## src/rtl/sops_pkg.sv

```systemverilog
package sops_pkg;

   // Segment and table geometry.
   localparam int SEGMENT_BYTES = 32760;
   localparam int PRIMES_MAX    = 4096;
   localparam int SEG_BITS      = SEGMENT_BYTES * 8;
   localparam int SEG_WORDS     = (SEGMENT_BYTES + 7) / 8;
   localparam int LAST_BYTES    = SEGMENT_BYTES - 8 * (SEG_WORDS - 1);
   localparam int WORD_AW       = (SEG_WORDS > 1) ? $clog2(SEG_WORDS) : 1;
   localparam int PRIME_AW      = (PRIMES_MAX > 1) ? $clog2(PRIMES_MAX) : 1;
   localparam int STRIKE_W      = 33;
   localparam int COUNT_W       = 13;

   // Byte pattern that removes multiples of 3, and the first byte at cursor zero.
   localparam logic [7:0] THREE_PATTERN [3] = '{8'h6D, 8'hDB, 8'hB6};
   localparam logic [7:0] CURSOR0_BYTE0 = 8'h6E;

   typedef enum logic [1:0] {
      FUNC_LOAD  = 2'd0,
      FUNC_SIEVE = 2'd1,
      FUNC_READ  = 2'd2,
      FUNC_BAD   = 2'd3
   } func_type;

   typedef enum logic {
      CSR_START_CURSOR = 1'b0,
      CSR_PRIME_COUNT  = 1'b1
   } csr_type;

   // Commands from the controller to the datapath.
   typedef struct packed {
      logic req_load;
      logic load_sq;
      logic load_cmp;
      logic div_start;
      logic div_take;
      logic load_wr;
      logic fill_wr;
      logic scan_init;
      logic scan_rd;
      logic strike_init;
      logic scan_next;
      logic strike_rd;
      logic strike_wr;
      logic save;
      logic word_rd;
      logic resp_load;
   } cmd_type;

   // Status from the datapath to the controller.
   typedef struct packed {
      logic need_div;
      logic div_done;
      logic div_busy;
      logic fill_last;
      logic cnt_zero;
      logic scan_last;
      logic hit;
      logic strike_end;
   } sts_type;

   // One 64-bit word of the pattern, starting at the given byte phase.
   function automatic logic [63:0] pattern_word(input logic [1:0] phase);
      logic [63:0] w;
      logic [1:0]  ph;
      w  = '0;
      ph = phase;
      for (int k = 0; k < 8; k++) begin
         w[8*k +: 8] = THREE_PATTERN[ph];
         ph = (ph == 2'd2) ? 2'd0 : ph + 2'd1;
      end
      return w;
   endfunction

   // Bytes of the last word that lie inside the segment.
   function automatic logic [63:0] last_mask();
      logic [63:0] m;
      m = '0;
      for (int k = 0; k < 8; k++) begin
         if (k < LAST_BYTES) begin
            m[8*k +: 8] = 8'hFF;
         end
      end
      return m;
   endfunction

endpackage

```

## src/rtl/sops_ctrl.sv

```systemverilog
module sops_ctrl (
   input  logic              clock,
   input  logic              reset,
   input  logic              req_valid,
   input  logic [1:0]        req_func,
   output logic              req_stall,
   output logic              rsp_valid,
   input  logic              rsp_stall,
   input  sops_pkg::sts_type sts,
   output sops_pkg::cmd_type cmd
);
   import sops_pkg::*;

   typedef enum logic [12:0] {
      ST_IDLE   = 13'b0000000000001,
      ST_SQUARE = 13'b0000000000010,
      ST_CMP    = 13'b0000000000100,
      ST_DIV    = 13'b0000000001000,
      ST_LWR    = 13'b0000000010000,
      ST_FILL   = 13'b0000000100000,
      ST_SRD    = 13'b0000001000000,
      ST_SCHK   = 13'b0000010000000,
      ST_BRD    = 13'b0000100000000,
      ST_BWR    = 13'b0001000000000,
      ST_SAVE   = 13'b0010000000000,
      ST_WRD    = 13'b0100000000000,
      ST_RESP   = 13'b1000000000000
   } state_type;

   state_type state_ff, state_in;
   logic      rsp_valid_ff, rsp_valid_in;
   logic      slot_free;

   assign slot_free = !rsp_valid_ff || !rsp_stall;

   // Sequencer for loads, segment sieving, word reads and unknown functions.
   always_comb begin
      state_in = state_ff;
      cmd      = '0;
      unique case (state_ff)
         ST_IDLE: begin
            if (req_valid) begin
               cmd.req_load = 1'b1;
               unique case (func_type'(req_func))
                  FUNC_LOAD:  state_in = ST_SQUARE;
                  FUNC_SIEVE: state_in = ST_FILL;
                  FUNC_READ:  state_in = ST_WRD;
                  FUNC_BAD:   state_in = ST_RESP;
               endcase
            end
         end
         ST_SQUARE: begin
            cmd.load_sq = 1'b1;
            state_in    = ST_CMP;
         end
         ST_CMP: begin
            cmd.load_cmp = 1'b1;
            if (sts.need_div && !sts.div_busy) begin
               cmd.div_start = 1'b1;
               state_in      = ST_DIV;
            end else begin
               state_in = ST_LWR;
            end
         end
         ST_DIV: begin
            if (sts.div_done) begin
               cmd.div_take = 1'b1;
               state_in     = ST_LWR;
            end
         end
         ST_LWR: begin
            cmd.load_wr = 1'b1;
            state_in    = ST_RESP;
         end
         ST_FILL: begin
            cmd.fill_wr = 1'b1;
            if (sts.fill_last) begin
               cmd.scan_init = 1'b1;
               state_in      = sts.cnt_zero ? ST_RESP : ST_SRD;
            end
         end
         ST_SRD: begin
            cmd.scan_rd = 1'b1;
            state_in    = ST_SCHK;
         end
         ST_SCHK: begin
            if (sts.hit) begin
               cmd.strike_init = 1'b1;
               state_in        = ST_BRD;
            end else begin
               cmd.scan_next = 1'b1;
               state_in      = sts.scan_last ? ST_RESP : ST_SRD;
            end
         end
         ST_BRD: begin
            cmd.strike_rd = 1'b1;
            state_in      = ST_BWR;
         end
         ST_BWR: begin
            cmd.strike_wr = 1'b1;
            state_in      = sts.strike_end ? ST_SAVE : ST_BRD;
         end
         ST_SAVE: begin
            cmd.save      = 1'b1;
            cmd.scan_next = 1'b1;
            state_in      = sts.scan_last ? ST_RESP : ST_SRD;
         end
         ST_WRD: begin
            cmd.word_rd = 1'b1;
            state_in    = ST_RESP;
         end
         ST_RESP: begin
            if (slot_free) begin
               cmd.resp_load = 1'b1;
               state_in      = ST_IDLE;
            end
         end
         default: state_in = ST_IDLE;
      endcase
   end

   // Output register: holds a result until its transfer completes.
   assign rsp_valid_in = (rsp_valid_ff && rsp_stall) || cmd.resp_load;

   always_ff @(posedge clock) begin
      if (reset) begin
         state_ff     <= ST_IDLE;
         rsp_valid_ff <= 1'b0;
      end else begin
         state_ff     <= state_in;
         rsp_valid_ff <= rsp_valid_in;
      end
   end

   assign req_stall = (state_ff != ST_IDLE);
   assign rsp_valid = rsp_valid_ff;

   a_no_dual_write: assert property (@(posedge clock) disable iff (reset)
      !(cmd.fill_wr && cmd.strike_wr))
      else $error("fill and strike write the bitmap together");

   a_div_idle: assert property (@(posedge clock) disable iff (reset)
      cmd.div_start |=> sts.div_busy)
      else $error("divider did not start");

   a_resp_slot: assert property (@(posedge clock) disable iff (reset)
      cmd.resp_load |-> (!rsp_valid_ff || !rsp_stall))
      else $error("result overwrites a pending transfer");

endmodule

```

## config.mk

```make
export PLATFORM = sky130hd
export DESIGN_NAME = sops_ctrl
export DESIGN_NICKNAME = d
export VERILOG_FILES = /design/src/rtl/sops_pkg.sv /design/src/rtl/sops_ctrl.sv
export SDC_FILE = /design/constraint.sdc
export NUM_CORES = 1
export LEC_CHECK = 0
export BUFFER_PORTS_ARGS = -buffer_cell sky130_fd_sc_hd__buf_2
export CAP_MARGIN = 20
export CORE_MARGIN = 2
export CORE_UTILIZATION = 48
export DETAILED_ROUTE_END_ITERATION = 10
export PLACE_DENSITY = 0.75
export SLEW_MARGIN = 5
export SYNTH_ARGS = -nofsm -noshare
export SYNTH_HDL_FRONTEND = slang
export SYNTH_SLANG_ARGS = --single-unit
```

## constraint.sdc

```tcl
create_clock -name clock -period 2.2 [get_ports clock]
set_clock_uncertainty 0.05 [all_clocks]
set_input_delay 0.11 -clock clock [delete_from_list [all_inputs] [get_ports clock]]
set_output_delay 0.11 -clock clock [all_outputs]
set_load 0.1 [all_outputs]
```

==> impl_metrics.ini <==
[die]
core_area_um2 = 2150
fp.dieW_um = 51.0
die_area_um2 = 2610
die_height_um = 51.0
ios = 32
start_util = 0.494
num_rows = 17

[timing]
grt_setup_unrepaired = no
finalCriticalPeriod_ns = 2.14
relSlewSlack = 0.613
finalCritPeriodShare = 0.973
worst_pin_slew_ns = 0.575
hold_viol_final = 0
setup_viol = 0
clock.fmax_mhz = 467
slew_viol_final = 0
setup-tns-final_ns = 0

[clock_tree]
cts_buffers = 3
cts_tree = yes
cts_root_buf = clkbuf_4
clk_latency_ns = 0.28
cts.clk_slew.worst_paths_ns = 0.08
htreeDepth = 1
ctsLongestPathBuffers = 2
clock_sinks = 14

[hold_path]
min-delay-path-class = in -> reg
min_from = sts[0]

[finish]
area.growth.synth_to_final_pct = 49.8
final_cell_mix = buf_2, buf_12, dfxtp_1
finalNetCount = 183
multi_input_area_um2 = 830
fill_cells = 177
utilization = 0.741
final_common_cell = buf_2
seq_area_um2 = 284
diodes = 0
drive_gt1_frac = 0.383

[global_route]
grt-ovfl-total = 0
grtUsageTotal = 0.250
grt_pass1_vias = 1104
antenna_found_initial = 0
grt_pass1_wl_um = 4980
grt_max_degree = 12

[power_and_ir_drop]
switching_power_w = 0.000336
p_comb_frac = 0.445
p_clk_frac = 0.189
swShare = 0.432
power_density_nw_per_um2 = 489
seqPwrFrac = 0.365
leakage_nw = 0.622
p_int_w = 0.000443
ir_drop_uv = 509
total_power_w = 0.000779

[critical_path]
reg2reg_from = state_ff[2]$_SDFFE_PP0P_
crit_type = reg -> out
worstRegToRegCells = 6
crit_start = state_ff[8]$_SDFFE_PP0P_
crit_path_max_fanout = 7
critPathArrivalTime_ns = 1.98
crit_required_ns = 2.04
crit_end = cmd[5]
reg2reg_slack_ns = 0.26
timing.rr.end = state_ff[6]$_SDFFE_PP0P_
critPathCaptureType = output port
start_kind = register

[yosys]
synth_area_leaders = dfxtp_1, nor4_1, nor2_1, nor3_1, nand2_1
ys_warn_count = 0
synth_nets = 151
async_flop_share = 0
seq_area_frac_synth = 0.264
synthDistinctLibCells = 43
synth_top_area_frac = 0.264
postSynthCellCount = 137
syn_area_per_cell_um2 = 7.75
synthFlopType = dfxtp_1
yosysTopAreaCell = dfxtp_1
synth_edf_count = 0
ys_ff_latch = 14
syn_area_um2 = 1060

[drt]
dr.pass1.iters = 4
viasPerCell = 5.87
dr_wl_met3_um = 174
wl_met1_um = 1290
ant_nets = 0
wirelength_um = 2930
drc = 0
wl_met2_um = 1440
drt_iter0_markers = 25
vias = 1145
wire_per_inst_um = 15.0
topRoutingLayerUsed = met4

[outcome]
status = completed

[placement]
gp_congestion = 0.859
port_buffers = 31
hpwl_um = 2390

[run]
max_cap_viol_count = 0
## registers in the layout, summed over array words and instances, names as in the netlist
signal	count
rsp_valid	1
state_ff	13
## worst min-delay path by stage
stage,depth (start not counted),endpoint,slack (ns)
4_1_cts,2,state_ff[10]$_SDFFE_PP0P_,0.04
6_report,2,state_ff[10]$_SDFFE_PP0P_,0.05
5_1_grt,2,state_ff[10]$_SDFFE_PP0P_,0.04
3_3_place_gp,2,state_ff[1]$_SDFFE_PP0P_,0.28
3_5_place_dp,2,state_ff[1]$_SDFFE_PP0P_,0.29
2_1_floorplan,1,state_ff[11]$_SDFFE_PP0P_,0.14
## layout make-up
type / count / area share
clock buffers: 3 / 0.0142
repair buffers: 35 / 0.245
flip-flops and latches: 14 / 0.178
well taps: 28 / 0.0220
inverters: 8 / 0.0189
multi-input cells: 107 / 0.521
## cell usage after synthesis, drive strengths merged, types with 2 or more instances
cell type	number
nand2b	5
and3	3
nor2	14
nand3b	3
clkbuf	4
buf	4
nand2	12
a21oi	3
nor4	11
nor3b	3
nor4b	5
nor3	11
nand4	3
dfxtp	14
nand3	4
nor2b	5
and2	4
a31o	2
nand4b	2
inv	8
o21ai	3
o311ai	2
## power by group through the flow
| stage | combinational, W | clock [W] | sequential [W] |
|---|---|---|---|
| 2_1_floorplan | 0.000266 | 0 | 0.000284 |
| 3_3_place_gp | 0.000323 | 0 | 0.000286 |
| 3_5_place_dp | 0.000330 | 0 | 0.000288 |
| 4_1_cts | 0.000336 | 0.000150 | 0.000283 |
| 5_1_grt | 0.000369 | 0.000158 | 0.000287 |
| 6_report | 0.000347 | 0.000148 | 0.000284 |
## cells by family (layout without fill, tap and decap cells)
kind of cell,Yosys count,after routing,share of synthesized area
AOI/OAI and AO/OA,18,18,0.130
xor gates and xnor gates,2,2,0.0165
buffers and inverters,16,46,0.0683
DFF,14,14,0.264
muxes,1,1,0.00942
and+or+nand+nor,86,86,0.512
## stage by stage
stage	instance area [µm²]	worst slack (ns)	hold WS, ns	std cells
2_1_floorplan	1170	-0.240	0.137	137
3_3_place_gp	1520	0.271	0.284	189
3_5_place_dp	1520	0.239	0.286	189
4_1_cts	1570	0.00628	0.0450	194
5_1_grt	1590	0.00462	0.0432	195
6_report	1590	0.0602	0.0484	195
## repair_timing
action                                 CTS  global route
endpoints found under the hold margin    2             0
setup endpoints to repair                1             5
pin swaps                                0             1
buffers inserted                         0             1
resized for setup                        1             6
hold buffers                             2             0
## routing by layer
metal	global-route usage	vias up
met3	0.0439	2
li1	-	563
met1	0.325	535
met5	0	-
met4	0.0586	0
met2	0.429	45
## worst max-delay path, cell delays in order, from the launching register on
cell and delay (ns):
dfxtp_1 0.36, nor4_1 0.56, nand2_1 0.20, nor3_4 0.23, clkbuf_4 0.36
No activity file was read; power rests on OpenSTA's default activity.
